`config.mk`:
```
export PLATFORM = sky130hd
export DESIGN_NAME = multi_server_queue_wait_time
export DESIGN_NICKNAME = d
export VERILOG_FILES = /design/src/rtl/msqwt_pkg.sv /design/src/rtl/msqwt_ctrl.sv /design/src/rtl/msqwt_dp.sv /design/src/rtl/multi_server_queue_wait_time.sv
export VERILOG_INCLUDE_DIRS = /design/src /design/src/rtl
export SDC_FILE = /design/constraint.sdc
export NUM_CORES = 2
export LEC_CHECK = 0
export BUFFER_PORTS_ARGS = -buffer_cell sky130_fd_sc_hd__clkbuf_2
export CAP_MARGIN = 20
export CORE_MARGIN = 5
export CORE_UTILIZATION = 65
export CTS_BUF_LIST = sky130_fd_sc_hd__clkbuf_8
export CTS_CLUSTER_SIZE = 24
export DETAILED_ROUTE_END_ITERATION = 12
export PLACE_DENSITY = 0.83
export SYNTH_ARGS = -nofsm -noshare
export SYNTH_HDL_FRONTEND = slang
export SYNTH_SLANG_ARGS = --single-unit
```
`constraint.sdc`:
```
create_clock -name clock -period 12.8 [get_ports clock]
set_clock_uncertainty 0.05 [all_clocks]
set_input_delay 0 -clock clock [delete_from_list [all_inputs] [get_ports clock]]
set_output_delay 0 -clock clock [all_outputs]
set_load 0.005 [all_outputs]
```
`src/rtl/multi_server_queue_wait_time_macros.svh`:
```
// assertion macros for the multi-server queue block
// used by the top level only
`ifndef MULTI_SERVER_QUEUE_WAIT_TIME_MACROS_SVH
`define MULTI_SERVER_QUEUE_WAIT_TIME_MACROS_SVH
// implication checked on every rising clock edge outside reset
`define MSQ_ASSERT_IMP(label, clk, rst, ante, cons, msg) \
   label: assert property (@(posedge clk) disable iff (rst) (ante) |-> (cons)) \
      else $error(msg);
// next-cycle implication
`define MSQ_ASSERT_NXT(label, clk, rst, ante, cons, msg) \
   label: assert property (@(posedge clk) disable iff (rst) (ante) |=> (cons)) \
      else $error(msg);
`endif

```
`src/rtl/msqwt_pkg.sv`:
```
// shared types and constants for the multi-server queue block
// no dependencies
`timescale 1ns / 1ps
`default_nettype none
package msqwt_pkg;
   localparam int CSR_IDX_BITS = 3;
   localparam logic [CSR_IDX_BITS-1:0] CSR_MODE     = 3'd0;
   localparam logic [CSR_IDX_BITS-1:0] CSR_FIXED_N  = 3'd1;
   localparam logic [CSR_IDX_BITS-1:0] CSR_PERIOD_N = 3'd2;
   localparam logic [CSR_IDX_BITS-1:0] CSR_PSERVERS = 3'd3;
   localparam logic [CSR_IDX_BITS-1:0] CSR_DUR0     = 3'd4;
   localparam logic [CSR_IDX_BITS-1:0] CSR_DUR1     = 3'd5;
   localparam logic [CSR_IDX_BITS-1:0] CSR_DUR2     = 3'd6;
   localparam logic [CSR_IDX_BITS-1:0] CSR_DUR3     = 3'd7;

   typedef enum logic [2:0] {
      ST_IDLE, ST_ENDS, ST_ADJ, ST_SCAN, ST_UPDATE, ST_DONE
   } state_type;

   // controller to datapath
   typedef struct packed {
      logic load;     // capture the input item
      logic end_step; // accumulate one period end
      logic adj_step; // move one off-duty server
      logic scan_step; // compare one server
      logic update;   // write the chosen server and form the result
      logic none;     // form a no-server result
   } cmd_type;

   // datapath to controller
   typedef struct packed {
      logic ends_last;
      logic adj_last;
      logic scan_last;
      logic sched;
      logic empty;    // no server at all, or a zero horizon, in scheduled mode
      logic past;     // chosen server at or past the horizon
   } sts_type;
endpackage
`default_nettype wire

```
`src/rtl/msqwt_ctrl.sv`:
```
// sequencing state machine for the multi-server queue block
// depends on msqwt_pkg
`timescale 1ns / 1ps
`default_nettype none
module msqwt_ctrl import msqwt_pkg::*; (
   input  wire logic    clock,
   input  wire logic    reset,
   input  wire logic    in_fire,
   input  wire logic    out_free,
   input  wire sts_type sts,
   output cmd_type      cmd,
   output logic         busy
);
   state_type state_ff, state_in;

   always_ff @(posedge clock) begin
      if (reset) state_ff <= ST_IDLE;
      else       state_ff <= state_in;
   end

   always_comb begin
      state_in = state_ff;
      unique case (state_ff)
         ST_IDLE:   if (in_fire) state_in = sts.sched ? ST_ENDS : ST_SCAN;
         ST_ENDS:   if (sts.ends_last) state_in = sts.empty ? ST_DONE : ST_ADJ;
         ST_ADJ:    if (sts.adj_last) state_in = ST_SCAN;
         ST_SCAN:   if (sts.scan_last) state_in = ST_UPDATE;
         ST_UPDATE: state_in = ST_DONE;
         ST_DONE:   if (out_free) state_in = ST_IDLE;
         default:   state_in = ST_IDLE;
      endcase
   end

   always_comb begin
      cmd = '0;
      unique case (state_ff)
         ST_IDLE:   cmd.load = in_fire;
         ST_ENDS: begin
            cmd.end_step = 1'b1;
            cmd.none = sts.ends_last & sts.empty;
         end
         ST_ADJ:    cmd.adj_step = 1'b1;
         ST_SCAN:   cmd.scan_step = 1'b1;
         ST_UPDATE: begin
            cmd.update = ~(sts.sched & sts.past);
            cmd.none = sts.sched & sts.past;
         end
         ST_DONE:   ;
         default:   ;
      endcase
   end

   assign busy = (state_ff != ST_IDLE);
endmodule
`default_nettype wire

```
`src/rtl/msqwt_dp.sv`:
```
// datapath: busy-until store, period ends, server scan and result register
// depends on msqwt_pkg
`timescale 1ns / 1ps
`default_nettype none
module msqwt_dp import msqwt_pkg::*; #(
   parameter int MAX_SERVERS = 16,
   parameter int MAX_PERIODS = 4,
   parameter int TIME_BITS   = 32
) (
   input  wire logic          clock,
   input  wire logic          reset,
   input  wire cmd_type       cmd,
   output sts_type            sts,
   input  wire logic [31:0]   arrival_time,
   input  wire logic [31:0]   service_time,
   input  wire logic          first_of_run,
   input  wire logic          csr_we,
   input  wire logic [CSR_IDX_BITS-1:0] csr_idx,
   input  wire logic [31:0]   csr_data,
   input  wire logic          out_take,
   output logic               out_valid,
   output logic [31:0]        wait_time,
   output logic               no_server,
   output logic [3:0]         server_index
);
   localparam int SB = (MAX_SERVERS > 1) ? $clog2(MAX_SERVERS) : 1;
   localparam int NB = $clog2(MAX_SERVERS + 1);
   localparam int PB = (MAX_PERIODS > 1) ? $clog2(MAX_PERIODS) : 1;
   localparam int CW = NB + 1;
   localparam logic [TIME_BITS-1:0] TMAX = '1;
   typedef logic [TIME_BITS-1:0] time_type;

   // configuration
   logic        mode_ff;
   logic [4:0]  fixed_n_ff;
   logic [2:0]  period_n_ff;
   logic [19:0] pservers_ff;
   logic [31:0] dur_ff [4];

   always_ff @(posedge clock) begin
      if (reset) begin
         mode_ff <= 1'b0; fixed_n_ff <= 5'd1; period_n_ff <= 3'd1;
         pservers_ff <= 20'd1;
         for (int i = 0; i < 4; i++) dur_ff[i] <= '0;
      end else if (csr_we) begin
         unique case (csr_idx)
            CSR_MODE:     mode_ff <= csr_data[0];
            CSR_FIXED_N:  fixed_n_ff <= csr_data[4:0];
            CSR_PERIOD_N: period_n_ff <= csr_data[2:0];
            CSR_PSERVERS: pservers_ff <= csr_data[19:0];
            CSR_DUR0:     dur_ff[0] <= csr_data;
            CSR_DUR1:     dur_ff[1] <= csr_data;
            CSR_DUR2:     dur_ff[2] <= csr_data;
            CSR_DUR3:     dur_ff[3] <= csr_data;
            default:      ;
         endcase
      end
   end

   function automatic time_type clamp32(input logic [31:0] v);
      logic [63:0] w;
      w = {32'd0, v};
      if (w > {{(64-TIME_BITS){1'b0}}, TMAX}) return TMAX;
      return w[TIME_BITS-1:0];
   endfunction

   function automatic time_type sat_add(input time_type a, input time_type b);
      logic [TIME_BITS:0] s;
      s = {1'b0, a} + {1'b0, b};
      return s[TIME_BITS] ? TMAX : s[TIME_BITS-1:0];
   endfunction

   // per-period server count, saturated to MAX_SERVERS
   function automatic logic [NB-1:0] pcount(input logic [19:0] ps, input int p);
      logic [4:0] c;
      c = ps[5*(p%4) +: 5];
      if (int'(c) > MAX_SERVERS) return NB'(MAX_SERVERS);
      return NB'(c);
   endfunction

   logic [PB:0] np;
   always_comb begin
      if (period_n_ff == 3'd0)               np = (PB+1)'(1);
      else if (int'(period_n_ff) > MAX_PERIODS) np = (PB+1)'(MAX_PERIODS);
      else                                   np = (PB+1)'(period_n_ff);
   end
   logic [NB-1:0] nfix;
   always_comb begin
      if (fixed_n_ff == 5'd0)                 nfix = NB'(1);
      else if (int'(fixed_n_ff) > MAX_SERVERS) nfix = NB'(MAX_SERVERS);
      else                                    nfix = NB'(fixed_n_ff);
   end

   // item registers
   time_type arr_ff, svc_ff;
   time_type ends_ff [MAX_PERIODS];
   time_type acc_ff;
   logic [PB:0] pi_ff;
   logic [NB-1:0] maxn_ff, n_ff;
   logic [SB:0]  si_ff;
   logic [SB-1:0] best_ff;
   time_type best_t_ff;

   // busy-until store with one valid bit per server, cleared on first_of_run
   time_type busy_mem [MAX_SERVERS];
   logic [MAX_SERVERS-1:0] vld_ff;

   logic [SB-1:0] rd_idx;
   assign rd_idx = si_ff[SB-1:0];
   time_type cur_t;
   assign cur_t = vld_ff[rd_idx] ? busy_mem[rd_idx] : '0;
   time_type horizon;
   assign horizon = ends_ff[PB'(np - 1'b1)];

   // scheduled move of one server
   time_type adj_t;
   logic     adj_do;
   always_comb begin
      logic [CW-1:0] sv;
      logic [PB:0] p, q;
      logic found;
      sv = CW'(si_ff);
      adj_do = 1'b0;
      adj_t = cur_t;
      p = (PB+1)'(MAX_PERIODS);
      q = '0;
      found = 1'b0;
      for (int k = 0; k < MAX_PERIODS; k++) begin
         if (!found && (PB+1)'(k) < np && !(ends_ff[k] <= cur_t)) begin
            p = (PB+1)'(k); found = 1'b1;
         end
      end
      if (cur_t < horizon && found && CW'(pcount(pservers_ff, int'(p))) <= sv) begin
         adj_do = 1'b1;
         adj_t = horizon;
         found = 1'b0;
         for (int k = 0; k < MAX_PERIODS; k++) begin
            q = (PB+1)'(k);
            if (!found && q > p && q < np && CW'(pcount(pservers_ff, k)) > sv) begin
               adj_t = ends_ff[(k + MAX_PERIODS - 1) % MAX_PERIODS];
               found = 1'b1;
            end
         end
      end
   end

   time_type start_t;
   assign start_t = (best_t_ff > arr_ff) ? best_t_ff : arr_ff;
   time_type wait_t;
   assign wait_t = start_t - arr_ff;

   logic [NB-1:0] pc_cur;
   assign pc_cur = pcount(pservers_ff, int'(pi_ff[PB-1:0]));

   always_ff @(posedge clock) begin
      if (reset) vld_ff <= '0;
      else if (cmd.load && first_of_run) vld_ff <= '0;
      else if (cmd.adj_step && adj_do) vld_ff[rd_idx] <= 1'b1;
      else if (cmd.update) vld_ff[best_ff] <= 1'b1;
   end

   always_ff @(posedge clock) begin
      if (cmd.adj_step && adj_do) busy_mem[rd_idx] <= adj_t;
      else if (cmd.update) busy_mem[best_ff] <= sat_add(start_t, svc_ff);
   end

   always_ff @(posedge clock) begin
      if (cmd.load) begin
         arr_ff <= clamp32(arrival_time);
         svc_ff <= clamp32(service_time);
         acc_ff <= '0; pi_ff <= '0; maxn_ff <= '0;
         si_ff <= '0; best_ff <= '0; best_t_ff <= TMAX;
         n_ff <= nfix;
      end
      if (cmd.end_step) begin
         acc_ff <= sat_add(acc_ff, clamp32(dur_ff[pi_ff[PB-1:0]]));
         ends_ff[pi_ff[PB-1:0]] <= sat_add(acc_ff, clamp32(dur_ff[pi_ff[PB-1:0]]));
         pi_ff <= pi_ff + 1'b1;
         if (pc_cur > maxn_ff) maxn_ff <= pc_cur;
         if (sts.ends_last) n_ff <= (pc_cur > maxn_ff) ? pc_cur : maxn_ff;
      end
      if (cmd.adj_step) si_ff <= sts.adj_last ? '0 : si_ff + 1'b1;
      if (cmd.scan_step) begin
         si_ff <= si_ff + 1'b1;
         if (si_ff == '0 || cur_t < best_t_ff) begin
            best_ff <= rd_idx; best_t_ff <= cur_t;
         end
      end
   end

   // result register
   always_ff @(posedge clock) begin
      if (reset) out_valid <= 1'b0;
      else if (cmd.update || cmd.none) out_valid <= 1'b1;
      else if (out_take) out_valid <= 1'b0;
   end
   always_ff @(posedge clock) begin
      if (cmd.none) begin
         wait_time <= '0; no_server <= 1'b1; server_index <= '0;
      end else if (cmd.update) begin
         wait_time <= (TIME_BITS > 32 && |(64'(wait_t) >> 32)) ? 32'hFFFF_FFFF
                      : 32'(wait_t);
         no_server <= 1'b0;
         server_index <= 4'(best_ff);
      end
   end

   logic [NB-1:0] maxn_now;
   assign maxn_now = (pc_cur > maxn_ff) ? pc_cur : maxn_ff;
   always_comb begin
      sts.sched = mode_ff;
      sts.ends_last = (pi_ff + 1'b1 == np);
      sts.empty = (maxn_now == '0) || (sat_add(acc_ff, clamp32(dur_ff[pi_ff[PB-1:0]])) == '0);
      sts.adj_last = (CW'(si_ff) + 1'b1 >= CW'(n_ff));
      sts.scan_last = (CW'(si_ff) + 1'b1 >= CW'(n_ff));
      sts.past = (best_t_ff >= horizon);
   end
endmodule
`default_nettype wire

```
`src/rtl/multi_server_queue_wait_time.sv`:
```
// top level of the multi-server queue wait-time block
// depends on msqwt_pkg, msqwt_ctrl, msqwt_dp and the macros header
//
// channel | direction | payload
// req     | in        | tdata {first_of_run, service_time, arrival_time}
// rsp     | out       | tdata {server_index, no_server, wait_time}
// csr     | in        | index, data
//
// fixed mode: N scan steps after the req transfer, then an update step forms the result
// scheduled: P period-end steps, N adjust and N scan steps, then an update step; with no
// server or a zero horizon only the P steps; no new req is taken until the result is taken
// reset is synchronous and clears the store by valid bits.
// the result waits in an output register; a stalled rsp holds the next item.
`timescale 1ns / 1ps
`default_nettype none
`include "multi_server_queue_wait_time_macros.svh"
module multi_server_queue_wait_time import msqwt_pkg::*; #(
   parameter int MAX_SERVERS = 16,
   parameter int MAX_PERIODS = 4,
   parameter int TIME_BITS   = 32
) (
   input  wire logic        clock,
   input  wire logic        reset,
   input  wire logic        req_tvalid,
   output logic             req_tready,
   input  wire logic [71:0] req_tdata,  // arrival_time, service_time, first_of_run
   output logic             rsp_tvalid,
   input  wire logic        rsp_tready,
   output logic [39:0]      rsp_tdata,  // wait_time, no_server, server_index
   input  wire logic        csr_valid,
   output logic             csr_ready,
   input  wire logic [2:0]  csr_index,
   input  wire logic [31:0] csr_data
);
   cmd_type cmd;
   sts_type sts;
   logic busy, in_fire;
   logic [31:0] wt;
   logic ns;
   logic [3:0] si;

   assign req_tready = ~busy;
   assign in_fire = req_tvalid & req_tready;
   assign csr_ready = 1'b1;

   msqwt_ctrl u_ctrl (
      .clock(clock), .reset(reset), .in_fire(in_fire),
      .out_free(~rsp_tvalid | rsp_tready), .sts(sts), .cmd(cmd), .busy(busy)
   );

   msqwt_dp #(.MAX_SERVERS(MAX_SERVERS), .MAX_PERIODS(MAX_PERIODS),
              .TIME_BITS(TIME_BITS)) u_dp (
      .clock(clock), .reset(reset), .cmd(cmd), .sts(sts),
      .arrival_time(req_tdata[31:0]), .service_time(req_tdata[63:32]),
      .first_of_run(req_tdata[64]),
      .csr_we(csr_valid & csr_ready), .csr_idx(csr_index), .csr_data(csr_data),
      .out_take(rsp_tready), .out_valid(rsp_tvalid),
      .wait_time(wt), .no_server(ns), .server_index(si)
   );

   assign rsp_tdata = {3'd0, si, ns, wt};

   `MSQ_ASSERT_IMP(a_busy_on_load, clock, reset, cmd.load, ~busy, "load while busy")
   `MSQ_ASSERT_IMP(a_one_result, clock, reset, cmd.update, ~cmd.none, "two result kinds")
   `MSQ_ASSERT_NXT(a_load_busy, clock, reset, in_fire, busy, "no busy after accept")
endmodule
`default_nettype wire

```
### Yosys cells after proc, flatten, opt, wreduce, memory -nomap -nowiden

Memories as Yosys holds them, arrays and structs flattened. A register that Yosys moved wholly into a read port is not among the register bits.
Index checks and enable logic that the tools add are counted.

* latch bits: 0
* flip-flop bits (word level): 236
* memory bits (writable): 768
* memories: 3
* bits in read-only memories: 0
* word-level logic and storage cells: 288
* bits of input ports: 112
* output and inout port bits: 43

* $mul: 2
* reductions and logical operators: 56
* shift operators: 2
* divide/modulo/power cells: 0
* bitwise gates (word level): 13
* order comparisons: 35
* equality and inequality tests: 18
* add/subtract/negate cells: 7
* muxes and demuxes: 133

Memory list
* u_dp.busy_mem: depth 16, bits a word 32, read ports 1, clocked after Yosys merged registers in 1, write ports 1, line msqwt_dp.sv:105 `time_type busy_mem [MAX_SERVERS];`
* u_dp.dur_ff: depth 4, bits a word 32, read ports 1, clocked after Yosys merged registers in 1, write ports 4, line msqwt_dp.sv:38 `logic [31:0] dur_ff [4];`
* u_dp.ends_ff: depth 4, bits a word 32, read ports 5, clocked after Yosys merged registers in 0, write ports 1, line msqwt_dp.sv:96 `time_type ends_ff [MAX_PERIODS];`

Operators with widths (count)
* $mux W32: 19
* $mux W5: 29
* $le A32 B32 Y1: 4
* $add A32 B32 Y33: 2
* $lt A32 B32 Y1: 2
* $shiftx A20 B32 Y5: 2
* $mux W1: 57
* $mux W3: 14
* $gt A5 B5 Y1 const B: 7
* $ge A32 B32 Y1: 1
* $gt A32 B32 Y1: 1
* $logic_not A32 Y1: 1
* $mux W16: 2
* $or A16 B16 Y16: 2
* $reduce_or A32 Y1: 1
* $sub A32 B32 Y32: 1
* $gt A5 B5 Y1: 5
* $logic_and A1 B1 Y1: 24
* $mux W4: 5
* $eq A3 B3 Y1 const B: 6
* $pmux W3 S6: 1
* $logic_not A5 Y1: 3
* $eq A3 B2 Y1 const B: 4
* $logic_not A1 Y1: 10
* other kinds (31): 63

### Logic depth before layout (Yosys ltp)

* word-level depth: 52
* depth in mapped cells: 31

### Hierarchy

From an unflattened synthesis, not the netlist that was laid out.

* cell total of the unflattened synthesis: 4012
* area total of the unflattened synthesis: 52138.8 um^2

Modules (own cells, without submodules)
* msqwt_dp: times used 1, cells each 3965, area an instance 51787.2 um^2
* msqwt_ctrl: times used 1, cells each 37, area an instance 290.3 um^2
* multi_server_queue_wait_time: times used 1, cells each 10, area an instance 61.3 um^2

### Least setup slack after synthesis

No wires, ideal clock.

* path kind: register to register
* start point: register with a tool-made name
* end point: memory u_dp.busy_mem[0][0] (netlist bit) (enable)
* data required time: 12282 ps
* period minus slack after synthesis: 9319 ps
* setup time: 468 ps
* data arrival time: 8801 ps
* setup slack: 3481 ps
* cell stages (with the launch flop): 28
* cell sequence: dfxtp_1 -> buf_2 -> buf_2 -> buf_1 -> mux4_2 -> mux4_2 -> nand2_1 -> ha_1 -> and4_1 -> a2111oi_0 -> o31ai_1 -> a21oi_1 -> a21oi_1 -> o21ai_1 -> nand3_1 -> a21oi_1 -> mux2i_1 -> a2111oi_0 -> ha_1 -> o21a_1 -> o21a_1 -> o21a_1 -> o22ai_1 -> nor3b_1 -> o2111a_1 -> a21boi_4 -> a21oi_1 -> nor3b_1

RTL lines (line)
* end, declared: msqwt_dp.sv:105

### Final worst setup path

* start point: register u_dp.si_ff[3]
* end point: memory u_dp.busy_mem[7][16] (netlist bit) (enable)

* longest elaborated chain between the ends: 32
* elaborated cells on any way between the ends: 46

Ends and longest elaborated chain
* start, declared: line msqwt_dp.sv:100 `logic [SB:0] si_ff;`
* start signal, assigned: line msqwt_dp.sv:182 `if (cmd.adj_step) si_ff <= sts.adj_last ? '0 : si_ff + 1'b1;`
* start signal, assigned: line msqwt_dp.sv:184 `si_ff <= si_ff + 1'b1;`
* $bmux W1 S4: line msqwt_dp.sv:111 `assign cur_t = vld_ff[rd_idx] ? busy_mem[rd_idx] : '0;`
* $mux W1 (not written as such): line msqwt_dp.sv:111
* $mux W32: line msqwt_dp.sv:111
* $le A32 B32 Y1: line msqwt_dp.sv:129 `if (!found && (PB+1)'(k) < np && !(ends_ff[k] <= cur_t)) begin`
* $logic_not A1 Y1: line msqwt_dp.sv:129
* $logic_and A1 B1 Y1: line msqwt_dp.sv:129
* $mux W1: line msqwt_dp.sv:129
* $logic_not A1 Y1: line msqwt_dp.sv:129
* [... 16 more ...]
* $le A5 B5 Y1: line msqwt_dp.sv:133 `if (cur_t < horizon && found && CW'(pcount(pservers_ff, int'(p))) <= sv) begin`
* $logic_and A1 B1 Y1: line msqwt_dp.sv:133
* $mux W1: line msqwt_dp.sv:133
* $logic_and A1 B1 Y1: line msqwt_dp.sv:163 `if (cmd.adj_step && adj_do) busy_mem[rd_idx] <= adj_t;`
* $mux W1: line msqwt_dp.sv:163
* $mux W1 (not written as such): line msqwt_dp.sv:164 `else if (cmd.update) busy_mem[best_ff] <= sat_add(start_t, svc_ff);`
* $reduce_or A32 Y1 (no source line)
* $mux W4 (no source line) or $mux W1 (tied branches)

Parallel ways exist; a longest one is shown, timed or not. The select of a mux whose other input is x is not followed.

==> results.cfg <==
[yosys]
syn_area_sq_mm = 0.0527
yosysUniqueCellTypes = 86
yosysWarnings = 0
synth_edf_count = 872
syn_inst = 4140
syn_avg_cell_area_sq_um = 12.7
synth_top_flop_cell = edfxtp_1
yosys_register_bits = 1010
synthArstFlopShare = 0
yosysSeqAreaShare = 0.550

[worst_setup_path]
rr_startpoint = u_dp.si_ff[3]
slowest_stage = mux4_2
cp_max_fo = 45
reg2reg_depth = 25
r2r-end = u_dp.busy_mem[7][16]
reg2reg_slack_ns = 2.20
cp_common_cell = o21a_1
worstPathRequired_ns = 13.26
critPathKind = flip-flop to flip-flop
critPathMaxStageDelay_ns = 1.19
path_buf_inv = 3
setup.worst_path.start = u_dp.si_ff[3]
cpLargestDelayFamily = compound AO/OA/AOI/OAI gates
start_kind = flip-flop
cp-end-kind = flip-flop
cp.arrival_ns = 11.06

[power_and_ir_drop]
clkPwrFrac = 0.168
power_mw = 16.7
p_leak_nw = 23.1
vdd_drop_max_uv = 176
p_int_mw = 9.34
switching_power_mw = 7.35
power_frac_comb = 0.505
seqPwrFrac = 0.327
swShare = 0.440
powerDensity_mw_per_mm2 = 276

[min_path]
whs_endpoint = u_dp.dur_ff[1][15]
hold_class = input pin to flip-flop
whs_path_depth = 3
min_from = csr_data[15]

[clock_tree]
cts_repair_resize_count = 0
cts_root_buf = clkbuf_8
cts_buffer_depth = 3
cts_buffers = 164
cts.clk_slew.worst_paths_ns = 0.06
clkLatencyLatePin_ns = 0.90
cts_tree = done
cts_sinks = 1010
htreeDepth = 4

[global_routing]
antenna_found_initial = 6
grt_usage = 0.376
grt_pass1_vias = 39800
grt_pass1_wl_um = 244000
grt_max_degree = 74
grt-ovfl-total = 0

[sta]
hold_slack_ns = 0.0700
clock.fmax_ghz = 0.0943
worst_pin_slew_ns = 1.19
finalWorstSetupSlack_ns = 2.20
rsz0062_at_grt = false
post-route-period-util = 0.828
relSlewSlack = 0.193
drv_slew = 0
final-setup-viol-count = 0
hold_viol_final = 0
setup_tns_ns = 0
layout_min_cycle_time_ns = 10.60

[die]
io_pins = 155
die_w_um = 295
dieHeight_um = 295
start_util = 0.655
core_area_sq_mm = 0.0804
fp.dieArea_sq_mm = 0.0868
row_count = 104

[routing]
vias_per_cell = 6.90
vias = 39900
remaining_drc_errors = 0
ant_nets = 0
totalWireLength_um = 166000
wire_per_inst_um = 28.7
drt-pass1-iter-count = 9
drtIter0Drc = 5458

[place]
numPortBuffers = 143
globalplace.congestion = 0.984
dp_slack_ns = 2.64
place_hpwl_um = 106000

[layout]
utilization = 0.752
drive_gt1_frac = 0.154
fin_nets = 5087
area_growth_pct = 14.9

[flow_run]
maxCapViolCount = 0

[outcome]
status = finished, final reports clean
[placed cells by master (no fill, tap or decap), types with 10 or more instances in the layout]
master | synthesis | routed
clkbuf_8 | 0 | 175
o21ai_0 | 211 | 206
buf_4 | 8 | 91
a211o_1 | 28 | 28
o31ai_1 | 17 | 17
nor3_1 | 55 | 51
nand3b_1 | 10 | 10
nand3_1 | 85 | 84
edfxtp_1 | 872 | 872
ha_1 | 387 | 387
o32ai_1 | 31 | 31
o211ai_1 | 47 | 47
o221ai_1 | 34 | 34
clkbuf_2 | 0 | 143
a211oi_1 | 56 | 56
o21a_1 | 35 | 35
nand4_1 | 68 | 68
o21bai_1 | 17 | 16
a21oi_1 | 298 | 288
xnor2_1 | 52 | 52
a21o_1 | 108 | 108
nand2b_1 | 32 | 32
mux2i_1 | 42 | 42
and3_1 | 16 | 16
o22ai_1 | 10 | 10
clkinv_1 | 1 | 20
nor2_1 | 175 | 171
nor3b_1 | 12 | 10
a221oi_1 | 12 | 12
dlygate4sd3_1 | 0 | 235
and2_1 | 160 | 152
inv_1 | 178 | 237
nand2_1 | 315 | 314
mux4_2 | 200 | 200
dfxtp_1 | 138 | 133
nor2b_1 | 45 | 44
xor2_1 | 25 | 25
clkinv_2 | 0 | 17
a31oi_1 | 20 | 20
a22oi_1 | 12 | 12
[registers in the layout, indices dropped and copies added, names as in the netlist, 3 cells and up, named ones only]
| name | flops |
|---|---|
| u_ctrl.state_ff | 3 |
| u_dp.busy_mem | 512 |
| u_dp.period_n_ff | 3 |
| u_dp.arr_ff | 32 |
| u_dp.server_index | 4 |
| u_dp.n_ff | 5 |
| u_dp.wait_time | 32 |
| u_dp.maxn_ff | 5 |
| u_dp.svc_ff | 32 |
| u_dp.pi_ff | 3 |
| u_dp.acc_ff | 32 |
| u_dp.best_t_ff | 32 |
| u_dp.best_ff | 4 |
| u_dp.si_ff | 5 |
| u_dp.pservers_ff | 20 |
| u_dp.fixed_n_ff | 5 |
| u_dp.ends_ff | 128 |
| u_dp.dur_ff | 128 |
| u_dp.vld_ff | 16 |
[per-layer routing]
layer / vias up / track usage / share of wire
li1: 17000 / - / -
met2: 2997 / 0.586 / 0.46
met1: 19200 / 0.475 / 0.35
met4: 2 / 0.250 / 0.079
met5: - / 0 / 0.000096
met3: 722 / 0.0847 / 0.11
[power by group through the flow]
stage | Sequential, mW | Clock [mW] | Combinational (mW)
finish | 5.46 | 2.80 | 8.44
CTS | 5.44 | 2.79 | 8.03
global placement | 5.47 | 0 | 7.71
floorplan | 5.27 | 0 | 5.34
global route | 5.49 | 2.96 | 8.95
detailed placement | 5.50 | 0 | 7.92
[metrics by stage]
step / std cells / area [sq um]
after CTS: 5764 / 60300
after floorplan: 4142 / 52700
after global routing: 5778 / 60500
final: 5782 / 60500
after detailed placement: 5233 / 54800
after global placement: 5232 / 54800
[cell usage after synthesis (55+ instances only)]
library cell | count | share of area
a211oi_1 | 56 | 0.0080
a21o_1 | 108 | 0.015
a21oi_1 | 298 | 0.028
and2_1 | 160 | 0.019
clkbuf_1 | 150 | 0.011
dfxtp_1 | 138 | 0.052
edfxtp_1 | 872 | 0.50
ha_1 | 387 | 0.092
inv_1 | 178 | 0.013
mux4_2 | 200 | 0.086
nand2_1 | 315 | 0.022
nand3_1 | 85 | 0.0081
nand4_1 | 68 | 0.0081
nor2_1 | 175 | 0.012
nor3_1 | 55 | 0.0052
o21ai_0 | 211 | 0.020
[repair_timing]
action / in CTS / in global routing
endpoints found under the hold margin: 406 / 0
hold buffers: 235 / 0
buffers inserted: 0 / 0
[cell families after synthesis]
group | count (synthesis) | synth area share
buffers and inverters | 379 | 0.0281
DFF | 1010 | 0.550
AOI/OAI and AO/OA | 1014 | 0.125
adders and majority gates | 390 | 0.0931
xor gates and xnor gates | 77 | 0.0128
and+or+nand+nor | 1020 | 0.0961
muxes | 248 | 0.0948
other | 2 | 0.000143
[layout make-up]
| class | count | area [sq um] |
|---|---|---|
| fillers | 4832 | 19900 |
| clock buffers | 175 | 2410 |
| flip-flops and latches | 1010 | 29000 |
| inverters | 180 | 678 |
| clock inverters | 121 | 801 |
| multi-input cells | 2753 | 22400 |
| well taps | 1060 | 1330 |
| diodes | 7 | 17.5 |
| repair buffers | 476 | 3880 |
[worst max path at each step]
stage | end | slack, ns | cells after the start
after floorplan | u_dp.busy_mem[0][0] | 3.48 | 27
after global placement | u_dp.busy_mem[6][29] | 2.69 | 25
after detailed placement | u_dp.busy_mem[6][18] | 2.64 | 25
after CTS | u_dp.busy_mem[10][22] | 2.55 | 24
after global routing | u_dp.busy_mem[7][16] | 1.89 | 27
final | u_dp.busy_mem[7][16] | 2.20 | 25
[worst reg2reg max path, cell delays in order (launching register included)]
cell and delay (ns):
edfxtp_1 0.56, clkinv_1 0.52, mux4_2 1.19, nand2_1 0.56, ha_1 0.49, nand4_1 0.18
nor4_1 0.68, o211ai_1 0.32, nand4b_1 0.30, nand2_1 0.20, and3_1 0.26, a311o_1 0.36
o21bai_1 0.25, a2111oi_0 0.43, ha_1 0.34, o21a_1 0.11, o21a_1 0.16, o21a_1 0.16
o22ai_1 0.34, nor3b_1 0.23, o2111a_1 0.37, a21boi_4 0.28, buf_4 0.53, a31o_2 0.29
and2_2 0.58, buf_4 0.48
Note: power is estimated with default switching activity, not from simulation.
